<file path="config.mk">
export PLATFORM = sky130hd
export DESIGN_NAME = subtract_with_borrow_unit
export DESIGN_NICKNAME = d
export VERILOG_FILES = /design/src/hdl/sbu_pkg.sv /design/src/hdl/sbu_decode.sv /design/src/hdl/sbu_exec.sv /design/src/hdl/subtract_with_borrow_unit.sv
export SDC_FILE = /design/constraint.sdc
export NUM_CORES = 1
export LEC_CHECK = 0
export BUFFER_PORTS_ARGS = -buffer_cell sky130_fd_sc_hd__buf_2
export CORE_ASPECT_RATIO = 1.1
export CORE_UTILIZATION = 28
export CTS_CLUSTER_SIZE = 12
export DETAILED_ROUTE_END_ITERATION = 10
export HOLD_SLACK_MARGIN = 0.03
export PLACE_DENSITY = 0.42
export SETUP_SLACK_MARGIN = 0.2
export SYNTH_ARGS = -nofsm -noshare
export SYNTH_HDL_FRONTEND = slang
export SYNTH_SLANG_ARGS = --single-unit
</file>
<file path="constraint.sdc">
create_clock -name clk_i -period 18.3 [get_ports clk_i]
set_input_delay 3.66 -clock clk_i [delete_from_list [all_inputs] [get_ports clk_i]]
set_output_delay 3.66 -clock clk_i [all_outputs]
set_load 0.005 [all_outputs]
</file>
<file path="src/hdl/sbu_pkg.sv">
// ----------------------------------------------------------------------------
// sbu_pkg
// Shared types and opcode constants for the subtract-with-borrow unit.
// ----------------------------------------------------------------------------
`default_nettype none

package sbu_pkg;

  localparam int unsigned AccW   = 16;
  localparam int unsigned CycW   = 4;
  localparam int unsigned LenW   = 3;
  localparam int unsigned InDataW  = 32;
  localparam int unsigned OutDataW = 32;

  // subtract-with-borrow opcodes
  localparam logic [7:0] OpImm     = 8'hE9;
  localparam logic [7:0] OpAbs     = 8'hED;
  localparam logic [7:0] OpLong    = 8'hEF;
  localparam logic [7:0] OpDp      = 8'hE5;
  localparam logic [7:0] OpDpInd   = 8'hF2;
  localparam logic [7:0] OpDpIndL  = 8'hE7;
  localparam logic [7:0] OpAbsX    = 8'hFD;
  localparam logic [7:0] OpLongX   = 8'hFF;
  localparam logic [7:0] OpAbsY    = 8'hF9;
  localparam logic [7:0] OpDpX     = 8'hF5;
  localparam logic [7:0] OpDpXInd  = 8'hE1;
  localparam logic [7:0] OpDpIndY  = 8'hF1;
  localparam logic [7:0] OpDpIndLY = 8'hF7;
  localparam logic [7:0] OpSr      = 8'hE3;
  localparam logic [7:0] OpSrIndY  = 8'hF3;

  // item function select
  localparam logic FuncSbc  = 1'b0;
  localparam logic FuncLoad = 1'b1;

  typedef struct packed {
    logic            valid;
    logic [CycW-1:0] cycles;
    logic [LenW-1:0] len;
    logic            dp_pen;
    logic            pg_pen;
  } sbu_dec_t;

  typedef struct packed {
    logic            func;
    logic [7:0]      opcode;
    logic [AccW-1:0] operand;
    logic            carry_load;
    logic            wide_accumulator;
    logic            decimal_mode;
    logic            dp_low_nonzero;
    logic            page_cross;
  } sbu_item_t;

  typedef struct packed {
    logic [AccW-1:0] acc_out;
    logic            carry_out;
    logic            overflow_out;
    logic            negative_out;
    logic            zero_out;
    logic [LenW-1:0] pc_advance;
    logic [CycW-1:0] cycle_count;
    logic            bad_opcode;
  } sbu_res_t;

endpackage

`default_nettype wire

</file>
<file path="src/hdl/sbu_decode.sv">
// ----------------------------------------------------------------------------
// sbu_decode
// Opcode decode: base cycles, length and penalty classes.
// ----------------------------------------------------------------------------
`default_nettype none

module sbu_decode import sbu_pkg::*; (
  input  wire logic [7:0] opcode_i,
  input  wire logic       wide_i,
  output sbu_dec_t        dec_o
);

  always_comb begin
    dec_o = '{valid: 1'b1, cycles: '0, len: '0, dp_pen: 1'b0, pg_pen: 1'b0};
    unique case (opcode_i)
      OpImm: begin
        dec_o.cycles = 4'd2; dec_o.len = 3'd2 + {2'b0, wide_i};
      end
      OpAbs:     begin dec_o.cycles = 4'd4; dec_o.len = 3'd3; end
      OpLong:    begin dec_o.cycles = 4'd5; dec_o.len = 3'd4; end
      OpDp:      begin dec_o.cycles = 4'd3; dec_o.len = 3'd2; dec_o.dp_pen = 1'b1; end
      OpDpInd:   begin dec_o.cycles = 4'd5; dec_o.len = 3'd2; dec_o.dp_pen = 1'b1; end
      OpDpIndL:  begin dec_o.cycles = 4'd6; dec_o.len = 3'd2; dec_o.dp_pen = 1'b1; end
      OpAbsX:    begin dec_o.cycles = 4'd4; dec_o.len = 3'd3; dec_o.pg_pen = 1'b1; end
      OpLongX:   begin dec_o.cycles = 4'd5; dec_o.len = 3'd4; end
      OpAbsY:    begin dec_o.cycles = 4'd4; dec_o.len = 3'd3; dec_o.pg_pen = 1'b1; end
      OpDpX:     begin dec_o.cycles = 4'd4; dec_o.len = 3'd2; dec_o.dp_pen = 1'b1; end
      OpDpXInd:  begin dec_o.cycles = 4'd6; dec_o.len = 3'd2; dec_o.dp_pen = 1'b1; end
      OpDpIndY: begin
        dec_o.cycles = 4'd5; dec_o.len = 3'd2; dec_o.dp_pen = 1'b1; dec_o.pg_pen = 1'b1;
      end
      OpDpIndLY: begin dec_o.cycles = 4'd6; dec_o.len = 3'd2; dec_o.dp_pen = 1'b1; end
      OpSr:      begin dec_o.cycles = 4'd4; dec_o.len = 3'd2; end
      OpSrIndY:  begin dec_o.cycles = 4'd7; dec_o.len = 3'd2; end
      default:   dec_o.valid = 1'b0;
    endcase
  end

endmodule

`default_nettype wire

</file>
<file path="src/hdl/sbu_exec.sv">
// ----------------------------------------------------------------------------
// sbu_exec
// Execute logic: binary or packed-BCD subtract, flags, load, cycle cost.
// ----------------------------------------------------------------------------
`default_nettype none

module sbu_exec import sbu_pkg::*; (
  input  wire logic [AccW-1:0] acc_i,
  input  wire logic            carry_i,
  input  wire logic            ovf_i,
  input  wire logic            dec_penalty_i,
  input  wire sbu_item_t       item_i,
  output logic [AccW-1:0]      acc_o,
  output logic                 carry_o,
  output logic                 ovf_o,
  output sbu_res_t             res_o
);

  localparam int unsigned NDig = AccW / 4;

  sbu_dec_t        dec;
  logic            wide;
  logic [AccW-1:0] mask;
  logic [AccW-1:0] a;
  logic [AccW-1:0] m;
  logic            borrow_in;
  logic [AccW:0]   bin_diff;
  logic [AccW-1:0] bin_res;
  logic [AccW-1:0] bcd_res;
  logic [NDig:0]   bcd_b;
  logic [AccW-1:0] sub_res;
  logic            sub_carry;
  logic            sub_ovf;
  logic            top_a;
  logic            top_m;
  logic            top_r;
  logic [AccW-1:0] acc_new;
  logic [AccW-1:0] acc_view;

  assign wide = item_i.wide_accumulator;

  sbu_decode u_decode (
    .opcode_i (item_i.opcode),
    .wide_i   (wide),
    .dec_o    (dec)
  );

  assign mask      = wide ? {AccW{1'b1}} : {{(AccW/2){1'b0}}, {(AccW/2){1'b1}}};
  assign a         = acc_i & mask;
  assign m         = item_i.operand & mask;
  assign borrow_in = ~carry_i;

  // binary path
  assign bin_diff = {1'b0, a} - {1'b0, m} - {{AccW{1'b0}}, borrow_in};
  assign bin_res  = bin_diff[AccW-1:0] & mask;

  // decimal path, one digit per step with a borrow chain
  assign bcd_b[0] = borrow_in;
  for (genvar g = 0; g < NDig; g++) begin : g_dig
    logic [4:0] dd;
    assign dd = {1'b0, a[4*g +: 4]} - {1'b0, m[4*g +: 4]} - {4'b0, bcd_b[g]};
    assign bcd_b[g+1]      = dd[4];
    assign bcd_res[4*g +: 4] = dd[4] ? (dd[3:0] - 4'd6) : dd[3:0];
  end

  assign top_a = wide ? a[AccW-1] : a[AccW/2-1];
  assign top_m = wide ? m[AccW-1] : m[AccW/2-1];
  assign top_r = wide ? bin_res[AccW-1] : bin_res[AccW/2-1];

  always_comb begin
    if (item_i.decimal_mode) begin
      sub_res   = bcd_res & mask;
      sub_carry = ~(wide ? bcd_b[NDig] : bcd_b[NDig/2]);
      sub_ovf   = ovf_i;
    end else begin
      sub_res   = bin_res;
      sub_carry = ~(wide ? bin_diff[AccW] : bin_diff[AccW/2]);
      sub_ovf   = (top_a ^ top_m) & (top_a ^ top_r);
    end
  end

  always_comb begin
    acc_o            = acc_i;
    carry_o          = carry_i;
    ovf_o            = ovf_i;
    res_o.pc_advance  = '0;
    res_o.cycle_count = '0;
    res_o.bad_opcode  = 1'b0;
    acc_new = wide ? sub_res : {acc_i[AccW-1:AccW/2], sub_res[AccW/2-1:0]};
    if (item_i.func == FuncLoad) begin
      acc_o   = item_i.operand;
      carry_o = item_i.carry_load;
    end else if (!dec.valid) begin
      res_o.bad_opcode = 1'b1;
    end else begin
      acc_o            = acc_new;
      carry_o          = sub_carry;
      ovf_o            = sub_ovf;
      res_o.pc_advance = dec.len;
      res_o.cycle_count = dec.cycles + {3'b0, wide}
                        + {3'b0, item_i.decimal_mode & dec_penalty_i}
                        + {3'b0, dec.dp_pen & item_i.dp_low_nonzero}
                        + {3'b0, dec.pg_pen & item_i.page_cross};
    end
    acc_view           = acc_o & mask;
    res_o.acc_out      = acc_o;
    res_o.carry_out    = carry_o;
    res_o.overflow_out = ovf_o;
    res_o.negative_out = wide ? acc_view[AccW-1] : acc_view[AccW/2-1];
    res_o.zero_out     = (acc_view == '0);
  end

endmodule

`default_nettype wire

</file>
<file path="src/hdl/subtract_with_borrow_unit.sv">
// ----------------------------------------------------------------------------
// subtract_with_borrow_unit
// Subtract-with-borrow execute unit with load, flags and cycle cost report.
// ----------------------------------------------------------------------------
// Each item goes into an input register, is executed against the accumulator,
// carry and overflow, and lands in a result register, so the result passes
// through both registers after acceptance; one item is taken per clock
// as long as the result side keeps up. The architectural state is updated when
// an item moves into the result register, so consecutive items see each
// other's results with no gap. Write the decimal penalty register only while
// no items are in flight.
`default_nettype none

module subtract_with_borrow_unit import sbu_pkg::*; (
  input  wire logic                clk_i,
  input  wire logic                rst_ni,
  input  wire logic                cfg_valid_i,
  output logic                     cfg_ready_o,
  input  wire logic                cfg_data_i,      // decimal_cycle_penalty
  input  wire logic                s_axis_tvalid,
  output logic                     s_axis_tready,
  // opcode, operand, carry_load, wide_accumulator, decimal_mode,
  // dp_low_nonzero, page_cross, zero fill
  input  wire logic [InDataW-1:0]  s_axis_tdata,
  input  wire logic                s_axis_tuser,    // func
  output logic                     m_axis_tvalid,
  input  wire logic                m_axis_tready,
  // acc_out, carry_out, overflow_out, negative_out, zero_out, pc_advance,
  // cycle_count, zero fill
  output logic [OutDataW-1:0]      m_axis_tdata,
  output logic                     m_axis_tuser     // bad_opcode
);

  logic            pen_q;
  logic            in_vld_q;
  sbu_item_t       item_q;
  logic            out_vld_q;
  sbu_res_t        res_q;
  logic [AccW-1:0] acc_q, acc_d;
  logic            carry_q, carry_d;
  logic            ovf_q, ovf_d;
  sbu_res_t        res_d;
  logic            advance;
  logic            accept;
  sbu_item_t       item_in;

  assign cfg_ready_o = 1'b1;

  assign item_in.func             = s_axis_tuser;
  assign item_in.opcode           = s_axis_tdata[7:0];
  assign item_in.operand          = s_axis_tdata[23:8];
  assign item_in.carry_load       = s_axis_tdata[24];
  assign item_in.wide_accumulator = s_axis_tdata[25];
  assign item_in.decimal_mode     = s_axis_tdata[26];
  assign item_in.dp_low_nonzero   = s_axis_tdata[27];
  assign item_in.page_cross       = s_axis_tdata[28];

  assign advance       = in_vld_q && (!out_vld_q || m_axis_tready);
  assign s_axis_tready = !in_vld_q || advance;
  assign accept        = s_axis_tvalid && s_axis_tready;

  sbu_exec u_exec (
    .acc_i         (acc_q),
    .carry_i       (carry_q),
    .ovf_i         (ovf_q),
    .dec_penalty_i (pen_q),
    .item_i        (item_q),
    .acc_o         (acc_d),
    .carry_o       (carry_d),
    .ovf_o         (ovf_d),
    .res_o         (res_d)
  );

  always_ff @(posedge clk_i or negedge rst_ni) begin
    if (!rst_ni) begin
      pen_q     <= 1'b0;
      in_vld_q  <= 1'b0;
      out_vld_q <= 1'b0;
      acc_q     <= '0;
      carry_q   <= 1'b0;
      ovf_q     <= 1'b0;
    end else begin
      if (cfg_valid_i) begin
        pen_q <= cfg_data_i;
      end
      if (s_axis_tready) begin
        in_vld_q <= s_axis_tvalid;
      end
      if (advance) begin
        out_vld_q <= 1'b1;
        acc_q     <= acc_d;
        carry_q   <= carry_d;
        ovf_q     <= ovf_d;
      end else if (m_axis_tready) begin
        out_vld_q <= 1'b0;
      end
    end
  end

  always_ff @(posedge clk_i) begin
    if (accept) begin
      item_q <= item_in;
    end
    if (advance) begin
      res_q <= res_d;
    end
  end

  assign m_axis_tvalid = out_vld_q;
  assign m_axis_tuser  = res_q.bad_opcode;
  assign m_axis_tdata  = {5'b0, res_q.cycle_count, res_q.pc_advance, res_q.zero_out,
                          res_q.negative_out, res_q.overflow_out, res_q.carry_out,
                          res_q.acc_out};

  a_bad_no_cost: assert property (@(posedge clk_i) disable iff (!rst_ni)
    m_axis_tvalid && m_axis_tuser |-> res_q.pc_advance == '0 && res_q.cycle_count == '0)
    else $error("bad opcode result reports nonzero length or cycles");

  a_advance_fills: assert property (@(posedge clk_i) disable iff (!rst_ni)
    advance |=> m_axis_tvalid)
    else $error("executed item did not reach the result register");

  a_stall_holds_state: assert property (@(posedge clk_i) disable iff (!rst_ni)
    !advance |=> $stable(acc_q) && $stable(carry_q) && $stable(ovf_q))
    else $error("state changed without an item executing");

  a_result_acc: assert property (@(posedge clk_i) disable iff (!rst_ni)
    m_axis_tvalid |-> res_q.acc_out == acc_q)
    else $error("result accumulator differs from state");

endmodule

`default_nettype wire

</file>
# After elaboration in Yosys (flattened, before gate mapping)
# Index checks and enable logic that the tools add are counted.
# op_classes
addsub,19
n_eq_ne,15
muxes,28
bitwise_logic,15
n_reduce_logical,17
# ops
operator,n
equality test 8 bit (second input constant),15
bitwise AND 16 bit,5
2-to-1 mux 16 bit,5
case mux 6 bit (8 select lines),1
subtractor 4 x 4 -> 5 bit,4
subtractor 5 x 1 -> 5 bit,4
2-to-1 mux 1 bit,18
subtractor 16 x 16 -> 17 bit,1
subtractor 17 x 1 -> 17 bit,1
zero test 16 bit,1
2-to-1 mux 4 bit,4
subtractor 4 x 3 -> 4 bit (second input constant),4
OR reduction 15 bit,1
adder 4 x 1 -> 4 bit,3
OR reduction 3 bit,3
OR reduction 2 bit,4
OR reduction 7 bit,1
adder 3 x 1 -> 4 bit,1
bitwise AND 1 bit,4
NOT 1 bit,4
adder 2 x 1 -> 3 bit (first input constant),1
logical AND 1 bit,2
zero test 1 bit,2
logical OR 1 bit,2
2 further kinds,3
# totals
register_bits,79
in_bits,39
out_inout_bits,36
word_cells,116

# Depth between registers and ports, before layout
# Gate-level depths: netlist of run 1.
# depth
word_depth,16
depth_mapped,32
depth_no_buf,31

# By module
# Synthesis of run 1 repeated with hierarchy kept, for this count alone.
# unflattened
cells_unflattened,624
hier_area_um2,6110.9
# by_module_without_submodules
module,n_inst,cells_each,area_per_inst_um2,seq_area_each_um2
sbu_exec,1,472,3234.4,0.0
subtract_with_borrow_unit,1,114,2643.8,2267.2
sbu_decode,1,38,232.7,0.0

# Least setup slack after synthesis of run 1
# No wires, ideal clock.
# synth_timing
kind,input to output
from,in m_axis_tready
to,out s_axis_tready
arrival_ps,3834
required_ps,14640
setup_slack_ps,10806
stages,1
path_cell_list,nand3b_1
# synth_via
elab_chain_cells,3
# synth_lines
item,line_no,rtl
"start, declared",subtract_with_borrow_unit.sv:27,"input wire logic m_axis_tready,"
logical OR 1 bit,subtract_with_borrow_unit.sv:58,assign advance = in_vld_q && (!out_vld_q || m_axis_tready);
logical AND 1 bit,subtract_with_borrow_unit.sv:58,
logical OR 1 bit,subtract_with_borrow_unit.sv:59,assign s_axis_tready = !in_vld_q || advance;
"end, declared",subtract_with_borrow_unit.sv:21,"output logic s_axis_tready,"
# No other way between the ends.

==> results by group, run 1 <==
Status
  • Outcome: finished clean

Place
  • Standard cell area after detailed placement: slightly above 6000 um2
  • Sum of net half-perimeters after detailed placement: 10950 um
  • GP Congestion: 0.8527
  • IO buf count: 65

Pwr
  • Static leakage: 2.720 nW
  • Peak ir drop on the vdd network: around 0.000048 V
  • Ratio of total power to cell area: 111.0 nW/um2

Clock tree
  • Clock tree buffer depth: 2
  • Number of H-tree levels: 3
  • TritonCTS buffer count: 9
  • Clock-pin slew reported for the worst setup and hold paths after clock tree synthesis: 0.07 ns
  • Number of hold-repair buffers added at the cts stage: 0
  • Clk sinks: 79
  • Post-CTS setup buffers: 0
  • Root buf cell: sky130_fd_sc_hd__clkbuf_16
  • Cells resized by post-CTS repair: 0
  • TritonCTS clock tree: yes
  • Source-to-sink clock delay at the later pin of the worst-skew pair: 0.35 ns

Final layout
  • Final design instance area without fill: approximately 6500 um2
  • Total number of nets in the final design: 729
  • Most common cell after layout, fill and taps aside: sky130_fd_sc_hd__inv_1
  • Leading cell types in the layout, fill and taps excluded: sky130_fd_sc_hd__inv_1, sky130_fd_sc_hd__buf_2, sky130_fd_sc_hd__nand2_1
  • Layout cell share with drive strength beyond 1: 0.1770
  • Filler Cells Inserted: 2064
  • Growth of design area from synthesis to finish: 14.21%
  • Antenna diode instance count: 0

STA
  • Final Hold Viols: 0
  • Achievable clock frequency: 119.0 MHz
  • # setup viols final: 0
  • Number of pins with negative max-slew slack in the final report: 0
  • Setup clock skew after layout: 0.01269 ns
  • RSZ-0062 raised after global routing: false
  • Worst max-slew margin expressed relative to the limit: 0.3330
  • Final worst path period share: 0.4592
  • Post-Route Setup TNS: 0 ns
  • Transition time of the tightest slew-check pin: 1.001 ns
  • Period minus WS final: about 8.4 ns

Worst setup path
  • Capturing element type of the critical path: flip-flop
  • Signal arrival time at the worst endpoint: 8.61 ns
  • Crit-path most repeated cell: sky130_fd_sc_hd__fa_1
  • Crit Path Category: reg2reg
  • Peak per-stage delay on the critical path: 0.61 ns
  • Top fanout value on the critical path: 7
  • Required @ worst endpoint: 18.50 ns
  • Worst Setup Start Kind: flip-flop
  • Master of the slowest instance on the critical path: sky130_fd_sc_hd__a2111oi_0

Logic synthesis
  • Largest cells by area after synthesis: sky130_fd_sc_hd__edfxtp_1, sky130_fd_sc_hd__dfrtp_1, sky130_fd_sc_hd__ha_1
  • Cell type with the highest aggregate area in the netlist: sky130_fd_sc_hd__edfxtp_1
  • Count of different cell masters after synthesis: 81
  • Fraction of post-synthesis cell area in the top cell type by area: 0.3076
  • Main combinational cell family by area after synthesis: compound AO/OA/AOI/OAI gates
  • Post-synth design cell area: between 5000 and 6000 um2
  • Syn avg cell area: slightly below 10 um2
  • Adder-cell share of the synthesized area: 0.1260
  • Xor/xnor share of the synthesized area: 0.03249
  • Most used flip-flop cell after synthesis: sky130_fd_sc_hd__edfxtp_1
  • Warnings from Yosys: 0
  • Synth Area in Compound Gates: 0.1786
  • Number of instances in the synthesized netlist: between 500 and 600
  • Proportion of register bits with asynchronous set or reset after synthesis: 0.2658
  • Post-synthesis sequential element count: 79
  • Share of synthesized area spent on multiplexers: 0.02099
  • Part of the Yosys area used for sequential elements: 0.4004
  • EDFF count, synth: 58
  • Area fraction in and, or, nand and nor cells after synthesis: 0.1655

Global routing
  • Via count of the first global-routing pass: 4450
  • Global route overflow: 0
  • Aggregate global-route resource usage: 0.1576
  • Initial antenna violation count: 0
  • Global-route wire length before repair: approximately 24000 um
  • Pin count of the biggest net entering global routing: 47

Floorplanning
  • Die width: 137.6 um
  • Starting density of the core: 0.2860
  • Chip height: 151.1 um
  • DIE AREA: slightly above 20000 um2
  • Row Count: 54
  • Number of placed I/O pins: 75
  • Core Region: 19800 um2

Route
  • Residual DRC: 0
  • Via count: approximately 4500
  • Routed wire length: roughly 15000 um
  • Number of DRC markers after the initial detailed-route iteration: 217
  • Router iterations before antenna repair: 5
  • Vias per cell: 5.058
  • Wire per inst: 17.13 um
  • Number of routed nets with antenna violations: 0

Run
  • Max-capacitance violation count: 0

Worst hold path
  • Worst Hold Class: reg2reg
cells in the mapped netlist, types with 5 or more instances:
cell type / instances
sky130_fd_sc_hd__nand2_1: 60
sky130_fd_sc_hd__mux2_2: 7
sky130_fd_sc_hd__a211oi_1: 8
sky130_fd_sc_hd__nand3b_1: 5
sky130_fd_sc_hd__ha_1: 41
sky130_fd_sc_hd__a21o_1: 7
sky130_fd_sc_hd__xnor2_1: 14
sky130_fd_sc_hd__nand2b_1: 6
sky130_fd_sc_hd__edfxtp_1: 58
sky130_fd_sc_hd__nor3_1: 14
sky130_fd_sc_hd__xor2_1: 7
sky130_fd_sc_hd__o211ai_1: 10
sky130_fd_sc_hd__a21oi_1: 21
sky130_fd_sc_hd__nand3_1: 13
sky130_fd_sc_hd__dfrtp_1: 21
sky130_fd_sc_hd__and2_1: 9
sky130_fd_sc_hd__fa_1: 10
sky130_fd_sc_hd__nor3b_1: 5
sky130_fd_sc_hd__buf_2: 5
sky130_fd_sc_hd__inv_1: 66
sky130_fd_sc_hd__buf_4: 8
sky130_fd_sc_hd__o21ai_0: 26
sky130_fd_sc_hd__clkbuf_1: 16
sky130_fd_sc_hd__nor2_1: 29
sky130_fd_sc_hd__a31oi_1: 9
per-stage QoR:
stage / hold WS (ns) / util / worst slack, ns / instances / power [W]
global placement: 0.4735 / 0.3125 / 10.02 / 880 / 0.0005423
CTS: 0.4900 / 0.3266 / 9.854 / 896 / 0.0007275
finish: 0.4879 / 0.3266 / 9.897 / 896 / 0.0007177
floorplan: 0.4498 / - / 10.81 / 591 / 0.0004716
detailed placement: 0.4745 / 0.3125 / 9.941 / 880 / 0.0005472
global route: 0.5378 / 0.3266 / 9.363 / 896 / 0.0007770
where the power goes:
part | switching (W) | internal, W
sequential | 0.0000146 | 0.000217
clock | 0.0000793 | 0.0000939
combinational | 0.000183 | 0.000130
total | 0.000276 | 0.000441
kinds of logic (layout without fill, tap and decap cells):
logic type / count (synthesis) / after routing
xor gates and xnor gates: 21 / 21
AOI/OAI and AO/OA: 142 / 142
DFF: 79 / 79
muxes: 11 / 11
adders and majority gates: 51 / 51
and+or+nand+nor: 180 / 180
buffers and inverters: 101 / 154
other: 2 / 6
layer usage:
metal / track usage / vias to the layer above / wire [um]
met5: 0 / - / 0
met4: 0.05659 / 0 / 240
met3: 0.02175 / 13 / 462
met2: 0.2646 / 92 / 7503
met1: 0.2048 / 2211 / 7143
li1: - / 2216 / -
worst paths after layout:
path | cells past startpoint | slack (ns) | to | start
max | 30 | 9.90 | m_axis_tdata[19]$_DFFE_PP_ | acc_q[0]$_DFFE_PN0P_
min | 2 | 0.49 | acc_q[4]$_DFFE_PN0P_ | acc_q[4]$_DFFE_PN0P_
max reg2reg | 30 | 9.90 | m_axis_tdata[19]$_DFFE_PP_ | acc_q[0]$_DFFE_PN0P_
min reg2reg | 2 | 0.49 | acc_q[4]$_DFFE_PN0P_ | acc_q[4]$_DFFE_PN0P_
max in group asynchronous | 1 | 14.52 | acc_q[11]$_DFFE_PN0P_ | rst_ni
min in group asynchronous | 1 | 3.34 | acc_q[3]$_DFFE_PN0P_ | rst_ni
area by class of cell:
cell class	count	area [um2]	share of cell area
timing repair buffer	70	362.8	0.05611
inverter	68	255.2	0.03947
sequential	79	2267	0.3506
tap	252	315.3	0.04876
multi-input combinational	411	2987	0.4619
clock buffer	10	229.0	0.03541
clock inverter	6	50.05	0.007740
state kept, by name, summed over array words and instances, names as in the netlist:
register,count
acc_q,16
carry_q,1
in_vld_q,1
item_q,30
m_axis_tdata,27
m_axis_tuser,1
m_axis_tvalid,1
ovf_q,1
pen_q,1
critical path, delay by kind of cell, from the launching register on:
kind / cells / cell delay, ns
AO/OA/AOI/OAI: 8 / 2.94
buffers and inverters: 4 / 0.27
adder cells (fa/ha/maj): 8 / 2.79
flip-flops: 1 / 0.39
AND/OR/NAND/NOR: 8 / 1.53
XOR/XNOR: 2 / 0.36
(Power assumes the default switching activity.)
==> inputs of run 2 (changes only) <==
- clock period: 18.3 -> 8.4 ns (I/O delays scaled with it)
==> results by group, run 2 (synthesis gave the netlist of run 1 again) <==
Route
  • Number of DRC markers after the initial detailed-route iteration: 209 (-3.7%)
  • Routed wire length: 15390 um (+0.27%)
  • Vias per cell: 5.016 (-0.84%)
  • Number of routed nets with antenna violations: 0 (unchanged)
  • Residual DRC: 0 (unchanged)
  • Router iterations before antenna repair: 4 (-1)
  • Wire per inst: 17.14 um (about the same)
  • Via count: 4504 (-0.62%)

Final layout
  • Max reg flops: 30 (unchanged)
  • Antenna diode instance count: 0 (unchanged)
  • Total number of nets in the final design: 731 (+0.27%)
  • Leading cell types in the layout, fill and taps excluded: sky130_fd_sc_hd__inv_1, sky130_fd_sc_hd__buf_2, sky130_fd_sc_hd__nand2_1
  • Fin cells: 898 (+0.22%)
  • Layout cell share with drive strength beyond 1: 0.1811 (+0.004096)
  • Most common cell after layout, fill and taps aside: sky130_fd_sc_hd__inv_1
  • Reg with most FFs: item_q
  • Growth of design area from synthesis to finish: 14.98%

Global routing
  • Aggregate global-route resource usage: 0.1560 (-0.001583)
  • Initial antenna violation count: 0 (unchanged)
  • Global route overflow: 0 (unchanged)
  • Global-route wire length before repair: 24080 um (-0.62%)
  • Pin count of the biggest net entering global routing: 47 (unchanged)
  • Via count of the first global-routing pass: 4529 (+1.8%)

Clock tree
  • Clock-pin slew reported for the worst setup and hold paths after clock tree synthesis: 0.07 ns (about the same)
  • Clk sinks: 79 (unchanged)
  • Number of H-tree levels: 3 (unchanged)
  • Post-CTS setup buffers: 0 (unchanged)
  • TritonCTS buffer count: 9 (unchanged)
  • TritonCTS clock tree: yes
  • Source-to-sink clock delay at the later pin of the worst-skew pair: 0.35 ns (about the same)
  • Root buf cell: sky130_fd_sc_hd__clkbuf_16
  • Clock tree buffer depth: 2 (unchanged)

Pwr
  • Internal Power: 0.0009955 W (+130%)
  • Static leakage: 2.750 nW (+1.1%)
  • Share of power burned in registers: 0.315 (-0.008)
  • Switching power share of the total: 0.3787 (-0.006505)
  • Pwr Total: 0.001602 W (+120%)
  • Part of the power in combinational logic: 0.429 (-0.007)
  • Clock Power Share: 0.256 (+0.015)
  • Peak ir drop on the vdd network: 0.00009994 V (+110%)
  • Net Sw Power: 0.0006068 W (+120%)
  • Ratio of total power to cell area: 246.1 nW/um2 (+120%)

Place
  • Place WS: 0.6070 ns (-9.334 ns)
  • Cell Count Post-Placement: 882 (+0.23%)
  • IO buf count: 65 (unchanged)
  • Sum of net half-perimeters after detailed placement: 10970 um (+0.20%)
  • GP Congestion: 0.8292 (-2.8%)

Worst setup path
  • Cell family contributing the most delay on the critical path: adder cells
  • Signal arrival time at the worst endpoint: 8.00 ns (-0.61 ns)
  • Master of the slowest instance on the critical path: sky130_fd_sc_hd__fa_1
  • Peak per-stage delay on the critical path: 0.50 ns (-0.11 ns)
  • Required @ worst endpoint: 8.60 ns (-9.90 ns)
  • Crit-path most repeated cell: sky130_fd_sc_hd__fa_1
  • Worst Setup Start Kind: flip-flop
  • Crit Path Category: reg2reg
  • Worst path buffer plus inverter count: 4 (unchanged)
  • Capturing element type of the critical path: flip-flop
  • Top fanout value on the critical path: 4 (-3)

STA
  • # setup viols final: 0 (unchanged)
  • Post-Route Setup TNS: 0 ns (unchanged)
  • Setup clock skew after layout: 0.009445 ns (-0.003240 ns)
  • RSZ-0062 raised after global routing: false
  • Transition time of the tightest slew-check pin: 0.9889 ns (-0.01163 ns)
  • Number of pins with negative max-slew slack in the final report: 0 (unchanged)
  • PnR worst setup slack: 0.6010 ns (-9.296 ns)
  • Period minus WS final: 7.799 ns (-0.6041 ns)
  • Achievable clock frequency: 128.2 MHz (+7.7%)
  • Final worst path period share: 0.9284 (+0.4693)
  • Final Hold Viols: 0 (unchanged)
  • Worst max-slew margin expressed relative to the limit: 0.3398 (+0.006790)

Floorplanning
  • Core Region: 19800 um2 (unchanged)
  • Starting density of the core: 0.2860 (unchanged)
  • Die width: 137.6 um (unchanged)
  • Chip height: 151.1 um (unchanged)
  • Row Count: 54 (unchanged)
  • Number of placed I/O pins: 75 (unchanged)
  • DIE AREA: 20790 um2 (unchanged)

Worst hold path
  • Worst Hold Class: reg2reg

Run
  • Max-capacitance violation count: 0 (unchanged)

Status
  • Outcome: finished clean
-- run 2: cell types whose count changed in the layout (fill, tap and decap cells not counted) --
cell,previous run,this run
sky130_fd_sc_hd__a211oi_1,8,7
sky130_fd_sc_hd__a211oi_2,0,1
sky130_fd_sc_hd__buf_4,5,7
sky130_fd_sc_hd__bufinv_16,0,1
sky130_fd_sc_hd__clkbuf_1,1,0
sky130_fd_sc_hd__clkinv_1,0,1
sky130_fd_sc_hd__clkinv_4,0,1
sky130_fd_sc_hd__clkinvlp_4,2,0
-- run 2: through the flow --
step / area [um2] / hold WS [ns] / util
2_1_floorplan: 5677 / 0.4498 / -
3_3_place_gp: 6202 / 0.4736 / 0.3133
3_5_place_dp: 6202 / 0.4834 / 0.3133
4_1_cts: 6505 / 0.5001 / 0.3286
5_1_grt: 6510 / 0.5479 / 0.3288
6_report: 6510 / 0.5003 / 0.3288
-- run 2: final timing paths --
path / from / endpoint / slack (ns) / depth (start not counted)
max: item_q[5]$_DFFE_PP_ / m_axis_tdata[19]$_DFFE_PP_ / 0.60 / 30
min: acc_q[4]$_DFFE_PN0P_ / acc_q[4]$_DFFE_PN0P_ / 0.50 / 2
max reg2reg: item_q[5]$_DFFE_PP_ / m_axis_tdata[19]$_DFFE_PP_ / 0.60 / 30
min reg2reg: acc_q[4]$_DFFE_PN0P_ / acc_q[4]$_DFFE_PN0P_ / 0.50 / 2
max in group asynchronous: rst_ni / acc_q[5]$_DFFE_PN0P_ / 6.65 / 1
min in group asynchronous: rst_ni / acc_q[8]$_DFFE_PN0P_ / 1.34 / 1
-- run 2: power groups by stage --
stage	sequential, W	combinational, W	clock (W)
after floorplan	0.000506	0.000522	0
after global placement	0.000511	0.000676	0
after detailed placement	0.000512	0.000684	0
after CTS	0.000505	0.000690	0.000422
after global routing	0.000512	0.000781	0.000435
final	0.000505	0.000688	0.000410
-- run 2: layer usage --
metal	vias to the layer above	global-route usage	routed length (um)
met1	2195	0.2003	7207
li1	2207	-	-
met5	-	0	0
met4	0	0.04890	244
met2	85	0.2631	7451
met3	17	0.02845	485
-- run 2: cell type report --
class | count | area (um2)
repair buffers | 72 | 377.9
flip-flops and latches | 79 | 2267
clock inverters | 7 | 77.57
well taps | 252 | 315.3
clock buffers | 9 | 225.2
inverters | 68 | 255.2
multi-input cells | 411 | 2992
fillers | 2042 | 13290
-- run 2: worst min-delay path: stages (launching register included) --
cell and delay [ns]:
sky130_fd_sc_hd__dfrtp_1 0.35, sky130_fd_sc_hd__nand2_1 0.05, sky130_fd_sc_hd__o21ai_0 0.06
-- run 2: what timing repair did --
action                                  in CTS  in global routing
endpoints found under the hold margin        0                  0
hold buffers                                 0                  0
endpoints found under the setup margin       0                  1
gates resized for setup                      0                  1
==> inputs of run 3 (changes only) <==
- PLACE_DENSITY: 0.42 -> default
==> results by group, run 3 (synthesis gave the netlist of run 1 again) <==
STA
  • Period minus WS final: 7.643 ns (-0.1563 ns)
  • Final worst path period share: 0.9098 (-0.01861)
  • Post-Route Setup TNS: 0 ns (unchanged)
  • Final Hold Viols: 0 (unchanged)
  • RSZ-0062 raised after global routing: false
  • Achievable clock frequency: 130.8 MHz (+2.0%)
  • Transition time of the tightest slew-check pin: 0.9749 ns (-0.01395 ns)
  • Number of pins with negative max-slew slack in the final report: 0 (unchanged)
  • Setup clock skew after layout: 0.01435 ns (+0.004904 ns)
  • # setup viols final: 0 (unchanged)
  • Worst max-slew margin expressed relative to the limit: 0.3491 (+0.009312)

Final layout
  • Total number of nets in the final design: 730 (-0.14%)
  • Most common cell after layout, fill and taps aside: sky130_fd_sc_hd__inv_1
  • Antenna diode instance count: 0 (unchanged)
  • Final Util: 0.3283 (-0.0005060)
  • Layout cell share with drive strength beyond 1: 0.1814 (+0.0002808)
  • Reg with most FFs: item_q
  • Max reg flops: 30 (unchanged)
  • Filler Cells Inserted: 2036 (-0.29%)
  • Growth of design area from synthesis to finish: 14.81%
  • Leading cell types in the layout, fill and taps excluded: sky130_fd_sc_hd__inv_1, sky130_fd_sc_hd__buf_2, sky130_fd_sc_hd__nand2_1

Clock tree
  • Clock-pin slew reported for the worst setup and hold paths after clock tree synthesis: 0.07 ns (about the same)
  • Number of H-tree levels: 3 (unchanged)
  • TritonCTS buffer count: 9 (unchanged)
  • Clock tree buffer depth: 2 (unchanged)
  • Post-CTS setup buffers: 0 (unchanged)
  • TritonCTS clock tree: yes
  • Number of hold-repair buffers added at the cts stage: 0 (unchanged)
  • Source-to-sink clock delay at the later pin of the worst-skew pair: 0.35 ns (about the same)
  • Clk sinks: 79 (unchanged)
  • Root buf cell: sky130_fd_sc_hd__clkbuf_16

Worst setup path
  • Master of the slowest instance on the critical path: sky130_fd_sc_hd__fa_1
  • Start of the worst register-to-register path: item_q[5]$_DFFE_PP_
  • Worst Setup Start Kind: flip-flop
  • Top fanout value on the critical path: 5 (+1)
  • Crit-path most repeated cell: sky130_fd_sc_hd__fa_1
  • Capturing element type of the critical path: flip-flop
  • Peak per-stage delay on the critical path: 0.50 ns (about the same)
  • Launch point of the worst path: item_q[5]$_DFFE_PP_
  • Crit Path Category: reg2reg
  • Required @ worst endpoint: 8.60 ns (about the same)
  • Signal arrival time at the worst endpoint: 7.84 ns (-0.16 ns)

Worst hold path
  • Hold path start: acc_q[4]$_DFFE_PN0P_
  • Worst Hold Class: reg2reg

Global routing
  • Pin count of the biggest net entering global routing: 47 (unchanged)
  • Global route overflow: 0 (unchanged)
  • GR Util met3: 0.03046 (+0.002008)
  • Initial antenna violation count: 0 (unchanged)
  • Fraction of met1 tracks used by global routing: 0.1808 (-0.01942)
  • Met2 capacity usage during global routing: 0.2364 (-0.02663)
  • Aggregate global-route resource usage: 0.1418 (-0.01420)
  • Via count of the first global-routing pass: 4375 (-3.4%)
  • Global-route wire length before repair: 22260 um (-7.6%)
  • Grt peak-use layer: met2

Run
  • Max-capacitance violation count: 0 (unchanged)

Status
  • Outcome: finished clean

Pwr
  • Peak ir drop on the vdd network: 0.0001121 V (+12%)
  • Pwr Total: 0.001568 W (-2.2%)
  • Static leakage: 2.740 nW (-0.34%)
  • Ratio of total power to cell area: 241.2 nW/um2 (-2.0%)

Place
  • Sum of net half-perimeters after detailed placement: 10030 um (-8.6%)
  • IO buf count: 65 (unchanged)
  • GP Congestion: 0.8431 (+1.7%)

Floorplanning
  • DIE AREA: 20790 um2 (unchanged)
  • Starting density of the core: 0.2860 (unchanged)
  • Chip height: 151.1 um (unchanged)
  • Core Region: 19800 um2 (unchanged)
  • Number of placed I/O pins: 75 (unchanged)
  • Die width: 137.6 um (unchanged)
  • Row Count: 54 (unchanged)

Route
  • Vias per cell: 5.004 (-0.22%)
  • Wire per inst: 15.42 um (-10%)
  • Number of routed nets with antenna violations: 0 (unchanged)
  • Routed wire length: 13830 um (-10%)
  • Number of DRC markers after the initial detailed-route iteration: 296 (+42%)
  • Via count: 4489 (-0.33%)
  • Residual DRC: 0 (unchanged)
  • Router iterations before antenna repair: 4 (unchanged)
[run 3: cell count changes in the layout (fill, tap and decap cells not counted), sizes merged]
cell,delta
bufinv,-1
clkinvlp,+1
clkbuf,+3
buf,-1
inv,-1
clkinv,-2
[run 3: critical path: cells and delay by family (launching register included)]
| kind | cells | cell delay (ns) |
|---|---|---|
| and+or+nand+nor | 7 | 1.20 |
| adders and majority gates | 8 | 2.85 |
| AOI/OAI and AO/OA | 10 | 2.63 |
| DFF | 1 | 0.43 |
| xor gates and xnor gates | 1 | 0.18 |
| buffers and inverters | 3 | 0.21 |
[run 3: final cells by class]
type / count / area, um2 / area share
Multi-Input combinational cell: 411 / 2999 / 0.4614
Sequential cell: 79 / 2267 / 0.3488
Timing Repair Buffer: 71 / 370.4 / 0.05698
Tap cell: 252 / 315.3 / 0.04851
Clock buffer: 12 / 256.5 / 0.03946
Inverter: 68 / 255.2 / 0.03927
Clock inverter: 4 / 36.28 / 0.005582
[run 3: routing by layer]
metal | wire length (um) | vias to the layer above
met2 | 6743 | 94
li1 | - | 2216
met4 | 230 | 0
met1 | 6329 | 2160
met5 | 0 | -
met3 | 525 | 19
[run 3: metrics by stage]
| stage | worst slack [ns] | cell area (um2) | cells | hold slack (ns) |
|---|---|---|---|---|
| floorplan | 1.195 | 5677 | 591 | 0.4498 |
| global placement | 0.5713 | 6195 | 881 | 0.4651 |
| detailed placement | 0.5278 | 6195 | 881 | 0.4705 |
| CTS | 0.4533 | 6487 | 897 | 0.4863 |
| global route | 0.2307 | 6500 | 897 | 0.5215 |
| finish | 0.7574 | 6500 | 897 | 0.4870 |
[run 3: repair_timing]
item,4_1_cts,5_1_grt
gates resized for setup,0,3
setup endpoints to repair,0,1
hold endpoints to repair,0,0
[run 3: final timing paths]
| path | endpoint | slack [ns] | depth (start not counted) |
|---|---|---|---|
| setup reg to reg | m_axis_tdata[19]$_DFFE_PP_ | 0.76 | 29 |
| max in group asynchronous | carry_q$_DFFE_PN0P_ | 6.64 | 1 |
| setup / recovery | m_axis_tdata[19]$_DFFE_PP_ | 0.76 | 29 |
| hold / removal | acc_q[4]$_DFFE_PN0P_ | 0.49 | 2 |
| min in group asynchronous | acc_q[8]$_DFFE_PN0P_ | 1.34 | 1 |
| hold reg to reg | acc_q[4]$_DFFE_PN0P_ | 0.49 | 2 |
[run 3: where the power goes]
group	internal [W]	switching, W
Clock	0.000221	0.000167
Sequential	0.000473	0.0000318
Combinational	0.000287	0.000388
